[config.mk]
export PLATFORM = sky130hd
export DESIGN_NAME = blake256_hash_engine_top
export DESIGN_NICKNAME = d
export VERILOG_FILES = /design/src/hdl/b256_pkg.sv /design/src/hdl/blake256_hash_engine_top.sv /design/src/hdl/b256_gunit.sv /design/src/hdl/b256_msgbuf.sv
export VERILOG_INCLUDE_DIRS = /design/src /design/src/hdl
export SDC_FILE = /design/constraint.sdc
export NUM_CORES = 2
export LEC_CHECK = 0
export BUFFER_PORTS_ARGS = -buffer_cell sky130_fd_sc_hd__buf_2
export CORE_MARGIN = 2
export CORE_UTILIZATION = 54
export DETAILED_ROUTE_END_ITERATION = 10
export HOLD_SLACK_MARGIN = 0.15
export PLACE_DENSITY = 0.7
export SLEW_MARGIN = 20
export SYNTH_ARGS = -nofsm -noshare
export SYNTH_HDL_FRONTEND = slang
export SYNTH_HIERARCHICAL = 1
export SYNTH_SLANG_ARGS = --single-unit
[constraint.sdc]
create_clock -name clk_i -period 41 [get_ports clk_i]
set_input_delay 0 -clock clk_i [delete_from_list [all_inputs] [get_ports clk_i]]
set_output_delay 0 -clock clk_i [all_outputs]
set_load 0.005 [all_outputs]
[src/hdl/blake256_hash_engine_top_assert.svh]
// assertion macros for the blake-256 hash engine
`ifndef BLAKE256_HASH_ENGINE_TOP_ASSERT_SVH
`define BLAKE256_HASH_ENGINE_TOP_ASSERT_SVH
`ifndef SYNTHESIS
`define B256_ASSERT(lbl, prop) \
  lbl: assert property (@(posedge clk_i) disable iff (!rst_ni) prop) \
    else $error("b256 assertion failed");
`define B256_ASSERT_NEVER(lbl, cond) \
  `B256_ASSERT(lbl, !(cond))
`else
`define B256_ASSERT(lbl, prop)
`define B256_ASSERT_NEVER(lbl, cond)
`endif
`endif

[src/hdl/b256_pkg.sv]
// shared types, constants and tables for the blake-256 hash engine
package b256_pkg;

  localparam int B256_ROUNDS = 14;

  typedef logic [31:0] word_t;
  typedef logic [3:0][31:0] row_t;

  typedef struct packed {
    logic       we;
    logic [3:0] waddr;
    logic [1:0] lane;
    logic [7:0] wbyte;
    logic [3:0] raddr;
  } buf_ctl_t;

  localparam word_t IV [8] = '{
    32'h6a09e667, 32'hbb67ae85, 32'h3c6ef372, 32'ha54ff53a,
    32'h510e527f, 32'h9b05688c, 32'h1f83d9ab, 32'h5be0cd19
  };

  localparam word_t PI [16] = '{
    32'h243f6a88, 32'h85a308d3, 32'h13198a2e, 32'h03707344,
    32'ha4093822, 32'h299f31d0, 32'h082efa98, 32'hec4e6c89,
    32'h452821e6, 32'h38d01377, 32'hbe5466cf, 32'h34e90c6c,
    32'hc0ac29b7, 32'hc97c50dd, 32'h3f84d5b5, 32'hb5470917
  };

  localparam logic [3:0] SIGMA [10][16] = '{
    '{4'd0, 4'd1, 4'd2, 4'd3, 4'd4, 4'd5, 4'd6, 4'd7,
      4'd8, 4'd9, 4'd10, 4'd11, 4'd12, 4'd13, 4'd14, 4'd15},
    '{4'd14, 4'd10, 4'd4, 4'd8, 4'd9, 4'd15, 4'd13, 4'd6,
      4'd1, 4'd12, 4'd0, 4'd2, 4'd11, 4'd7, 4'd5, 4'd3},
    '{4'd11, 4'd8, 4'd12, 4'd0, 4'd5, 4'd2, 4'd15, 4'd13,
      4'd10, 4'd14, 4'd3, 4'd6, 4'd7, 4'd1, 4'd9, 4'd4},
    '{4'd7, 4'd9, 4'd3, 4'd1, 4'd13, 4'd12, 4'd11, 4'd14,
      4'd2, 4'd6, 4'd5, 4'd10, 4'd4, 4'd0, 4'd15, 4'd8},
    '{4'd9, 4'd0, 4'd5, 4'd7, 4'd2, 4'd4, 4'd10, 4'd15,
      4'd14, 4'd1, 4'd11, 4'd12, 4'd6, 4'd8, 4'd3, 4'd13},
    '{4'd2, 4'd12, 4'd6, 4'd10, 4'd0, 4'd11, 4'd8, 4'd3,
      4'd4, 4'd13, 4'd7, 4'd5, 4'd15, 4'd14, 4'd1, 4'd9},
    '{4'd12, 4'd5, 4'd1, 4'd15, 4'd14, 4'd13, 4'd4, 4'd10,
      4'd0, 4'd7, 4'd6, 4'd3, 4'd9, 4'd2, 4'd8, 4'd11},
    '{4'd13, 4'd11, 4'd7, 4'd14, 4'd12, 4'd1, 4'd3, 4'd9,
      4'd5, 4'd0, 4'd15, 4'd4, 4'd8, 4'd6, 4'd2, 4'd10},
    '{4'd6, 4'd15, 4'd14, 4'd9, 4'd11, 4'd3, 4'd0, 4'd8,
      4'd12, 4'd2, 4'd13, 4'd7, 4'd1, 4'd4, 4'd10, 4'd5},
    '{4'd10, 4'd2, 4'd8, 4'd4, 4'd7, 4'd6, 4'd1, 4'd5,
      4'd15, 4'd11, 4'd9, 4'd14, 4'd3, 4'd12, 4'd13, 4'd0}
  };

  function automatic logic [3:0] sigma_idx(logic [3:0] rm, logic [3:0] s);
    logic [3:0] res;
    if (rm > 4'd9) res = '0;
    else res = SIGMA[rm][s];
    return res;
  endfunction

  function automatic row_t rotl_row(row_t row, logic [1:0] amt);
    row_t res;
    for (int j = 0; j < 4; j++) begin
      res[j] = row[2'(j + int'(amt))];
    end
    return res;
  endfunction

endpackage

[src/hdl/blake256_hash_engine_top.sv]
// blake-256 hash engine top level: sequencer, state and round datapath
// each input word is accepted when idle, then written into the buffer byte by byte
// each full block is compressed as state init, ROUNDS rounds of half-g steps on
// the single half-g unit, then chain update; padding fills the block byte by byte,
// needs one or two compressions, then eight digest transfers at one per cycle if ready
// reset: chain value to the initial value, counters cleared, buffer untouched
`include "blake256_hash_engine_top_assert.svh"
module blake256_hash_engine_top #(
  parameter int ROUNDS = b256_pkg::B256_ROUNDS
) (
  input  logic        clk_i,
  input  logic        rst_ni,
  input  logic        s_axis_tvalid_i,
  output logic        s_axis_tready_o,
  input  logic [39:0] s_axis_tdata_i,  // message_word[31:0], byte_count[34:32], zero
  input  logic        s_axis_tlast_i,  // end_of_message
  output logic        m_axis_tvalid_o,
  input  logic        m_axis_tready_i,
  output logic [31:0] m_axis_tdata_o,  // digest_word[31:0]
  output logic        m_axis_tlast_o   // last_digest_word
);
  import b256_pkg::*;

  localparam int RW = $clog2(ROUNDS + 1);

  localparam logic [2:0] S_IDLE  = 3'd0;
  localparam logic [2:0] S_BYTE  = 3'd1;
  localparam logic [2:0] S_PAD   = 3'd2;
  localparam logic [2:0] S_CINIT = 3'd3;
  localparam logic [2:0] S_ROUND = 3'd4;
  localparam logic [2:0] S_CFIN  = 3'd5;
  localparam logic [2:0] S_OUT   = 3'd6;

  logic [2:0]  state_q, state_d, ret_q, ret_d;
  word_t       word_q, word_d;
  logic [2:0]  cnt_q, cnt_d, k_q, k_d;
  logic        eom_q, eom_d, second_q, second_d;
  logic [6:0]  fill_q, fill_d;
  logic [63:0] bitcnt_q, bitcnt_d, total_q, total_d, comp_q, comp_d;
  logic [5:0]  pp_q, pp_d;
  logic [RW-1:0] r_q, r_d;
  logic [3:0]  rm_q, rm_d, s_q, s_d, rm_nx, s_nx;
  logic [2:0]  oi_q, oi_d;
  word_t       h_q [8];
  word_t       h_d [8];
  row_t        v_q [4];
  row_t        v_d [4];

  buf_ctl_t    ctl;
  word_t       msg, cst, na, nb, nc, nd;
  logic [7:0]  pad_byte;
  logic        fin;
  logic [2:0]  in_cnt;
  row_t        ra, rb, rc, rd;
  logic [1:0]  am, bm, cm, dm;
  logic        done_xfer;

  b256_msgbuf u_buf (
    .clk_i   (clk_i),
    .ctl_i   (ctl),
    .rdata_o (msg)
  );

  b256_gunit u_g (
    .a_i    (v_q[0][0]),
    .b_i    (v_q[1][0]),
    .c_i    (v_q[2][0]),
    .d_i    (v_q[3][0]),
    .msg_i  (msg),
    .cst_i  (cst),
    .half_i (s_q[0]),
    .a_o    (na),
    .b_o    (nb),
    .c_o    (nc),
    .d_o    (nd)
  );

  assign cst    = PI[sigma_idx(rm_q, s_q ^ 4'd1)];
  assign in_cnt = (s_axis_tdata_i[34:32] > 3'd4) ? 3'd4 : s_axis_tdata_i[34:32];
  assign fin    = (fill_q[5:0] <= 6'd55) || second_q;
  assign s_nx   = s_q + 4'd1;
  assign rm_nx  = (s_q != 4'd15) ? rm_q : ((rm_q == 4'd9) ? 4'd0 : rm_q + 4'd1);

  always_comb begin
    pad_byte = (pp_q == fill_q[5:0] && !second_q) ? 8'h80 : 8'h00;
    if (fin && pp_q == 6'd55) pad_byte = pad_byte | 8'h01;
    if (fin && pp_q >= 6'd56) pad_byte = total_q[{~pp_q[2:0], 3'b000} +: 8];
  end

  always_comb begin
    ctl.we    = 1'b0;
    ctl.waddr = state_q == S_PAD ? pp_q[5:2] : fill_q[5:2];
    ctl.lane  = state_q == S_PAD ? pp_q[1:0] : fill_q[1:0];
    ctl.wbyte = state_q == S_PAD ? pad_byte : word_q[{~k_q[1:0], 3'b000} +: 8];
    ctl.raddr = state_q == S_ROUND ? sigma_idx(rm_nx, s_nx) : sigma_idx(4'd0, 4'd0);
    if (state_q == S_PAD) ctl.we = 1'b1;
    if (state_q == S_BYTE && k_q < cnt_q) ctl.we = 1'b1;
  end

  always_comb begin
    case (s_q[3:1])
      3'd3:    begin am = 2'd1; bm = 2'd2; cm = 2'd3; dm = 2'd0; end
      3'd7:    begin am = 2'd1; bm = 2'd0; cm = 2'd3; dm = 2'd2; end
      default: begin am = 2'd1; bm = 2'd1; cm = 2'd1; dm = 2'd1; end
    endcase
    ra = v_q[0]; ra[0] = na;
    rb = v_q[1]; rb[0] = nb;
    rc = v_q[2]; rc[0] = nc;
    rd = v_q[3]; rd[0] = nd;
    if (s_q[0]) begin
      ra = rotl_row(ra, am);
      rb = rotl_row(rb, bm);
      rc = rotl_row(rc, cm);
      rd = rotl_row(rd, dm);
    end
  end

  always_comb begin
    state_d  = state_q;
    ret_d    = ret_q;
    word_d   = word_q;
    cnt_d    = cnt_q;
    k_d      = k_q;
    eom_d    = eom_q;
    second_d = second_q;
    fill_d   = fill_q;
    bitcnt_d = bitcnt_q;
    total_d  = total_q;
    comp_d   = comp_q;
    pp_d     = pp_q;
    r_d      = r_q;
    rm_d     = rm_q;
    s_d      = s_q;
    oi_d     = oi_q;
    h_d      = h_q;
    v_d      = v_q;
    case (state_q)
      S_IDLE: begin
        if (s_axis_tvalid_i) begin
          word_d  = s_axis_tdata_i[31:0];
          cnt_d   = in_cnt;
          eom_d   = s_axis_tlast_i;
          k_d     = '0;
          state_d = S_BYTE;
        end
      end
      S_BYTE: begin
        if (k_q < cnt_q) begin
          k_d = k_q + 3'd1;
          if (fill_q[5:0] == 6'd63) begin
            fill_d   = '0;
            bitcnt_d = bitcnt_q + 64'd512;
            comp_d   = bitcnt_q + 64'd512;
            ret_d    = S_BYTE;
            state_d  = S_CINIT;
          end else begin
            fill_d = fill_q + 7'd1;
          end
        end else if (eom_q) begin
          total_d  = bitcnt_q + {55'd0, fill_q[5:0], 3'b000};
          pp_d     = fill_q[5:0];
          second_d = 1'b0;
          state_d  = S_PAD;
        end else begin
          state_d = S_IDLE;
        end
      end
      S_PAD: begin
        pp_d = pp_q + 6'd1;
        if (pp_q == 6'd63) begin
          state_d = S_CINIT;
          if (fin) begin
            comp_d = (second_q || fill_q == 7'd0) ? 64'd0 : total_q;
            ret_d  = S_OUT;
          end else begin
            comp_d   = total_q;
            second_d = 1'b1;
            ret_d    = S_PAD;
          end
        end
      end
      S_CINIT: begin
        for (int j = 0; j < 4; j++) begin
          v_d[0][j] = h_q[j];
          v_d[1][j] = h_q[j + 4];
          v_d[2][j] = PI[j];
        end
        v_d[3][0] = PI[4] ^ comp_q[31:0];
        v_d[3][1] = PI[5] ^ comp_q[31:0];
        v_d[3][2] = PI[6] ^ comp_q[63:32];
        v_d[3][3] = PI[7] ^ comp_q[63:32];
        r_d     = '0;
        rm_d    = '0;
        s_d     = '0;
        state_d = S_ROUND;
      end
      S_ROUND: begin
        v_d[0] = ra;
        v_d[1] = rb;
        v_d[2] = rc;
        v_d[3] = rd;
        s_d    = s_nx;
        rm_d   = rm_nx;
        if (s_q == 4'd15) begin
          r_d = r_q + RW'(1);
          if (r_q == RW'(ROUNDS - 1)) state_d = S_CFIN;
        end
      end
      S_CFIN: begin
        for (int j = 0; j < 4; j++) begin
          h_d[j]     = h_q[j] ^ v_q[0][j] ^ v_q[2][j];
          h_d[j + 4] = h_q[j + 4] ^ v_q[1][j] ^ v_q[3][j];
        end
        state_d = ret_q;
        oi_d    = '0;
      end
      S_OUT: begin
        if (m_axis_tready_i) begin
          oi_d = oi_q + 3'd1;
          for (int j = 0; j < 7; j++) h_d[j] = h_q[j + 1];
          if (oi_q == 3'd7) begin
            h_d      = IV;
            bitcnt_d = '0;
            fill_d   = '0;
            state_d  = S_IDLE;
          end
        end
      end
      default: state_d = S_IDLE;
    endcase
  end

  always_ff @(posedge clk_i or negedge rst_ni) begin
    if (!rst_ni) begin
      state_q  <= S_IDLE;
      ret_q    <= S_IDLE;
      cnt_q    <= '0;
      k_q      <= '0;
      eom_q    <= 1'b0;
      second_q <= 1'b0;
      fill_q   <= '0;
      bitcnt_q <= '0;
      pp_q     <= '0;
      r_q      <= '0;
      rm_q     <= '0;
      s_q      <= '0;
      oi_q     <= '0;
      h_q      <= IV;
    end else begin
      state_q  <= state_d;
      ret_q    <= ret_d;
      cnt_q    <= cnt_d;
      k_q      <= k_d;
      eom_q    <= eom_d;
      second_q <= second_d;
      fill_q   <= fill_d;
      bitcnt_q <= bitcnt_d;
      pp_q     <= pp_d;
      r_q      <= r_d;
      rm_q     <= rm_d;
      s_q      <= s_d;
      oi_q     <= oi_d;
      h_q      <= h_d;
    end
  end

  always_ff @(posedge clk_i) begin
    word_q  <= word_d;
    total_q <= total_d;
    comp_q  <= comp_d;
    v_q     <= v_d;
  end

  assign s_axis_tready_o = state_q == S_IDLE;
  assign m_axis_tvalid_o = state_q == S_OUT;
  assign m_axis_tdata_o  = h_q[0];
  assign m_axis_tlast_o  = oi_q == 3'd7;
  assign done_xfer       = m_axis_tvalid_o && m_axis_tready_i && m_axis_tlast_o;

  `B256_ASSERT_NEVER(a_sides_excl, s_axis_tready_o && m_axis_tvalid_o)
  `B256_ASSERT(a_fill_range, fill_q < 7'd64)
  `B256_ASSERT(a_round_range, (state_q == S_ROUND) |-> (r_q < RW'(ROUNDS)))
  `B256_ASSERT(a_done_clear, done_xfer |=> (bitcnt_q == '0 && fill_q == '0))

endmodule

[src/hdl/b256_gunit.sv]
// shared half-g mixing unit of the blake-256 round
module b256_gunit (
  input  b256_pkg::word_t a_i,
  input  b256_pkg::word_t b_i,
  input  b256_pkg::word_t c_i,
  input  b256_pkg::word_t d_i,
  input  b256_pkg::word_t msg_i,
  input  b256_pkg::word_t cst_i,
  input  logic            half_i,
  output b256_pkg::word_t a_o,
  output b256_pkg::word_t b_o,
  output b256_pkg::word_t c_o,
  output b256_pkg::word_t d_o
);
  import b256_pkg::*;

  word_t a1, dx, cx, d1, c1, bx;

  always_comb begin
    a1 = a_i + b_i + (msg_i ^ cst_i);
    dx = d_i ^ a1;
    d1 = half_i ? {dx[7:0], dx[31:8]} : {dx[15:0], dx[31:16]};
    c1 = c_i + d1;
    cx = b_i ^ c1;
    bx = half_i ? {cx[6:0], cx[31:7]} : {cx[11:0], cx[31:12]};
  end

  assign a_o = a1;
  assign b_o = bx;
  assign c_o = c1;
  assign d_o = d1;

endmodule

[src/hdl/b256_msgbuf.sv]
// byte-writable 16-word block buffer with registered read
module b256_msgbuf (
  input  logic               clk_i,
  input  b256_pkg::buf_ctl_t ctl_i,
  output b256_pkg::word_t    rdata_o
);
  import b256_pkg::*;

  word_t mem_q [16];
  word_t rdata_q;

  always_ff @(posedge clk_i) begin
    if (ctl_i.we) begin
      mem_q[ctl_i.waddr][{~ctl_i.lane, 3'b000} +: 8] <= ctl_i.wbyte;
    end
    rdata_q <= mem_q[ctl_i.raddr];
  end

  assign rdata_o = rdata_q;

endmodule
# Yosys cells after proc, flatten, opt, wreduce, memory -nomap -nowiden
# Memories as Yosys holds them, arrays and structs flattened. A register that Yosys moved wholly into a read port is not among the register bits.
# Index checks and enable logic that the tools add are counted.
[totals]
mem_count = 4
ramBits = 512
register_bits = 1034
out_inout_bits = 35
romBits = 2560
[classes]
reduce_logical = 28
n_shift = 4
n_bitwise = 33
order_cmp = 23
eq_ne = 30
muxes = 123
n_addsub = 22
[memory_table]
columns = ["memory", "depth", "width", "rd", "rd_ports_with_merged_regs", "write_ports", "line_no", "rtl"]
rows = [
  ["(no name shown)", 16, 64, 1, 0, 0, "b256_pkg.sv:55", "else res = SIGMA[rm][s];"],
  ["(no name shown)", 16, 64, 1, 0, 0, "b256_pkg.sv:55", ""],
  ["(no name shown)", 16, 32, 1, 0, 0, "blake256_hash_engine_top.sv:78", "assign cst = PI[sigma_idx(rm_q, s_q ^ 4'd1)];"],
  ["u_buf.mem_q", 16, 32, 1, 1, 1, "b256_msgbuf.sv:9", "word_t mem_q [16];"],
]
[op_table]
columns = ["op", "count"]
rows = [
  ["512-bit one-hot mux with 2 select lines", 1],
  ["32-bit 2-to-1 mux", 29],
  ["32-bit binary-select mux with 2-bit select", 12],
  ["64-bit 2-to-1 mux", 11],
  ["32-bit bitwise XOR", 19],
  ["128-bit 2-to-1 mux", 4],
  ["256-bit 2-to-1 mux", 2],
  ["256-bit one-hot mux with 2 select lines", 1],
  ["64-bit one-hot mux with 2 select lines", 2],
  ["32-bit adder", 3],
  ["64-bit by 10-bit adder with 64-bit output, second input constant", 1],
  ["64-bit by 9-bit adder with 64-bit output", 1],
  ["64-bit by 7-bit indexed part select with 8-bit output", 1],
  ["2-bit by 4-bit less-than comparator with 1-bit output, second input constant", 12],
  ["3-bit 2-to-1 mux", 16],
  ["4-bit 2-to-1 mux", 11],
  ["4-bit binary-select mux with 4-bit select", 2],
  ["8-bit by 7-bit variable shift with 32-bit output, first input constant", 1],
  ["32-bit by 6-bit indexed part select with 8-bit output", 1],
  ["8-bit by 7-bit indexed part select with 32-bit output", 1],
  ["7-bit 2-to-1 mux", 4],
  ["5-bit >= comparator, second input constant", 5],
  ["4-bit inverter with 5-bit output", 5],
  ["8-bit 2-to-1 mux", 3],
  ["other kinds (51)", 115],
]

# Depth between registers and ports, before layout
[logic_depth]
depth_word = 24
mapped_depth = 42

# Hierarchy
# Netlist, hierarchy kept.
[by_module_without_submodules]
columns = ["module", "cells_per_inst", "n_inst", "seq_area_each_um2", "area_each_um2"]
rows = [
  ["blake256_hash_engine_top", 6210, 1, 29032.8, 58368.5],
  ["b256_msgbuf", 952, 1, 16015.4, 20409.6],
  ["b256_gunit", 761, 1, 0.0, 6025.8],
]

# Worst setup path before layout
# No wires, ideal clock.
[synth_path]
kind = "register to register"
from = "register state_q[0]"
to = "register v_q[100] in the netlist's numbering, enable pin"
stages_incl_launch_ff = 5
arrival_ps = 27740
slack_ps = 11596
path_cell_list = "dfrtp_1 -> clkbuf_1 -> clkbuf_1 -> nand2_1 -> o21ai_0"
[synth_between]
elab_chain_len = 3
elab_cells_between_ends = 5
[synth_rtl]
columns = ["item", "line_no", "rtl"]
rows = [
  ["from (decl)", "blake256_hash_engine_top.sv:34", "logic [2:0] state_q, state_d, ret_q, ret_d;"],
  ["from (signal assigned)", "blake256_hash_engine_top.sv:250", "state_q <= state_d;"],
  ["3-bit == test / 3-bit by 2-bit == test with 1-bit output (equally long branches)", "blake256_hash_engine_top.sv:137", "case (state_q)"],
  ["2-bit != test (no line) / 2-bit nonzero test (equally long branches)", "n/a", ""],
  ["2-bit AND reduction (no line) (*)", "n/a", ""],
  ["to (signal assigned)", "blake256_hash_engine_top.sv:271", "v_q <= v_d;"],
  ["to (decl)", "blake256_hash_engine_top.sv:46", "row_t v_q [4];"],
]
# Every way passes the cells marked *; elsewhere a longest branch is shown, timed or not.
# A chain may end at the register's enable or synchronous reset.

==> results.txt <==
Setup violations remaining at the end of the flow were counted as 0. The wire length of the first global-routing pass was 391000 µm. For this block, the routed nets add up to 262000 µm of wire. After floorplanning, the core was divided into 145 placement rows. For the standard cell core area, the log shows 156000 µm².

The HPWL after detailed placement is 169000 µm. In this run, CTS created clock tree buffers numbering 167. Counting tap cells, the placed design contains a total of 9514 instances. The CTS sink count was 1564. STA classifies the critical path startpoint as a flip-flop. The final-layout worst hold slack came out at 276 ps.

Setup skew after layout: 62.6 ps. The final-report max-slew violation count came out at 0. TritonCTS built the clock tree. In this run the post-CTS setup repair buffer count came out at 0. The number of flops mapped to enable cells by yosys is 1179. During synthesis, Yosys emitted a total of 6 warnings. The total overflow left after global routing is 0.

For the initial antenna violation count, the log shows 9. After detailed routing, the number of vias per cell comes to 6.56. The delay of the slowest cell on the worst path is 950 ps, and the routed wirelength normalized by instance count is 26.4 µm. Signal routing reaches up to met5. The floorplan step defined a die boundary enclosing 160000 µm².

In this run the static leakage power is 33.2 nW. The wire length on met2 was 114000 µm. Setup repair after global routing left no endpoint under its margin. The async set-or-reset flop fraction in the synthesized netlist was 22.6%; the die outline width was 400 µm. The distinct cell type count after synthesis is 119. The number of I/O port buffers was 74. The cell chosen for the clock root was clkbuf_16. The area growth from synthesis to layout is 9.35%.

The relative max-transition margin was 7.60%; the maximum VDD drop was 0.0434 mV. Summing every instance area after synthesis gives 84800 µm². The master of the slowest instance on the critical path is dfrtp_1. After the flow finishes, the layout carries non-filler instances totaling 9914.

The sum of negative setup slack was 0 ps; the number of failing hold endpoints at the final stage was 0. The run finished with clean final reports. The logs give 107000 µm for the routed metal-1 wirelength and 7923 for the cell count after synthesis. The total power per unit cell area was 35.6 nW/µm².

The floorplan step set the die height to 400 µm. The proportion of layout cells with a drive suffix above 1 was 10.7%. The worst endpoint required time was 41660 ps. The tools report the routed length on met3 as 29100 µm.

The final worst-path cycle share was 33.0%. The net count of the finished layout is 7896, and the via count of the first global-routing pass is 60800. Class of the most critical hold timing path: in2reg. The weighted congestion reported at the end of routability-driven placement is 0.992, and the final cell utilization of the core is 59.4%. Max-cap violation count: 0. The initial core utilization is 54.4%. The latest clock arrival within the worst-skew pair was 850 ps. The slew of the pin with the lowest slew margin came out at 1390 ps. STA classifies the critical path endpoint as a flip-flop. Synthesis-stage register bit count: 1564. Among all flip-flop cells after synthesis, the most frequent one is edfxtp_1.

Global routing consumed, over all layers together, 31.9% of the routing resources. The tools report the arrival time of the worst setup path as 14180 ps. The average instance in the mapped netlist occupies 10.7 µm². The maximum number of pins on one net before global-route repair is 239, and the I/O pin count is 80. The type of the setup path with the least slack was reg2reg. The logs give 73.9 MHz for the achievable frequency and 53.1% for the portion of the post-synthesis area used by sequential elements. The number of buffers on the longest clock path was 3; the violation count after the first detailed-routing iteration was 8649. For the number of remaining DRC errors, the log shows 0.

The design draws 0.00330 W. The detailed router placed 65000 vias in this run. In this run the worst path has a maximum fanout of 23. The clock input transition at the sequential cells of the worst setup and hold paths works out to 60 ps. The clock period minus worst slack works out to 13530 ps.

The logs give 8 for the number of search-and-repair iterations in the first detailed-routing pass and 0 for the number of routed nets with antenna violations. The depth of the CTS H-tree was 4.
## metal layers
metal	vias to the layer above	track usage [%]
li1	28600	-
met1	32100	46.7
met2	3817	46.9
met3	507	6.03
met4	2	13.2
met5	-	0
## cell usage after synthesis (53+ instances only)
master	instances	area, µm²
edfxtp_1	1179	35400
a21oi_1	804	4020
o21ai_0	723	3620
nand2_1	667	2500
nor2_1	641	2410
clkbuf_1	422	1580
xnor2_1	399	3490
o22ai_1	348	2180
mux2i_1	339	3390
inv_1	303	1140
dfrtp_1	217	5430
nand3_1	175	876
nor3_1	167	836
mux4_2	153	3450
dfstp_2	136	3570
buf_2	121	606
xor2_1	112	981
ha_1	108	1350
a22oi_1	70	526
and2_1	53	332
and3_1	53	332
## registers in the layout (all words and copies together) (netlist names)
signal and flops:
word_q 32, cnt_q 3, s_q 4, rm_q 4, r_q 4, bitcnt_q 55
state_q 3, u_buf/rdata_o 32, k_q 3, u_buf/mem_q 512, oi_q 3, eom_q 1
h_q 224, m_axis_tdata_o 32, v_q 512, pp_q 6, ret_q 3, total_q 61
comp_q 62, second_q 1, fill_q 7
## power by group
part / switching [W] / internal [W] / total [W]
Sequential: 0.000000225 / 0.00169 / 0.00169
Clock: 0.000670 / 0.000921 / 0.00159
Combinational: 0.0000133 / 0.00000780 / 0.0000211
Total: 0.000684 / 0.00262 / 0.00330
## cell families after synthesis
group	synth area share [%]
AOI/OAI and AO/OA	16.0
xor gates and xnor gates	5.63
adders and majority gates	2.37
other	0.00442
and+or+nand+nor	10.0
muxes	8.22
buffers and inverters	4.67
DFF	53.1
## path summary, 6_finish.rpt
kind	from	to	slack, ps	cells after the start
hold / removal	s_axis_tvalid_i	state_q[0]$_DFFE_PN0P_	280	6
setup / recovery	rm_q[1]$_DFFE_PN0P_	v_q[339]$_DFFE_PP_	27470	33
min in group asynchronous	rst_ni	h_q[181]$_DFFE_PN1P_	370	3
setup reg to reg	rm_q[1]$_DFFE_PN0P_	v_q[339]$_DFFE_PP_	27470	33
max in group asynchronous	rst_ni	bitcnt_q[40]$_DFFE_PN0P_	38940	5
hold reg to reg	m_axis_tdata_o[19]$_DFFE_PN1P_	m_axis_tdata_o[19]$_DFFE_PN1P_	480	2
## cell usage in the layout (no fill, tap or decap), types with 20 or more instances in the layout
cell           netlist  final
edfxtp_1          1179   1179
a21oi_1            804    801
o21ai_0            723    720
nand2_1            667    663
nor2_1             641    636
xnor2_1            399    399
o22ai_1            348    348
mux2i_1            339    338
inv_1              303    299
dfrtp_1            217    215
nand3_1            175    175
clkbuf_16            0    168
nor3_1             167    167
mux4_2             153    153
dfstp_2            136    136
xor2_1             112    112
ha_1               108    108
buf_4               48     91
dlygate4sd3_1        0     83
buf_2              121     73
a22oi_1             70     70
and3_1              53     53
and2_1              53     51
o221ai_1            43     42
a21o_1              39     39
clkinv_2             0     36
o31ai_1             33     33
fa_1                33     33
dfxtp_1             32     32
clkbuf_1           422     30
o211ai_1            28     28
a221oi_1            27     27
a31oi_1             26     26
nand4_1             25     25
a211oi_1            25     24
nand2b_1            23     22
nor2b_1             22     20
## cell type report
cell class              count  area [µm²]
multi-input cells        5411       36000
repair buffers            255        2060
flip-flops and latches   1564       45100
inverters                 311        1180
well taps                2058        2570
diodes                      1        2.50
clock inverters            97        1270
clock buffers             217        4580
fillers                 12400       63300
## critical path: cells and delay by family (launching register included)
family / cells / cell delay [ps]
buffers and inverters: 3 / 750
adder cells (fa/ha/maj): 5 / 2390
AND/OR/NAND/NOR: 4 / 830
AO/OA/AOI/OAI: 12 / 3920
flip-flops: 1 / 950
multiplexers: 5 / 2460
XOR/XNOR: 4 / 2040
## timing repair
item | CTS | global route
hold endpoints to repair | 352 | 0
hold buffers | 84 | 0
resized for setup | 0 | 0
## metrics by stage
stage | setup WS [ps] | area [µm²]
after floorplan | 11600 | 84800
after global placement | 27800 | 86000
after detailed placement | 27810 | 86000
after CTS | 27790 | 92700
after global routing | 27280 | 92700
final | 27470 | 92700
Power figures use the tool's default switching activity.
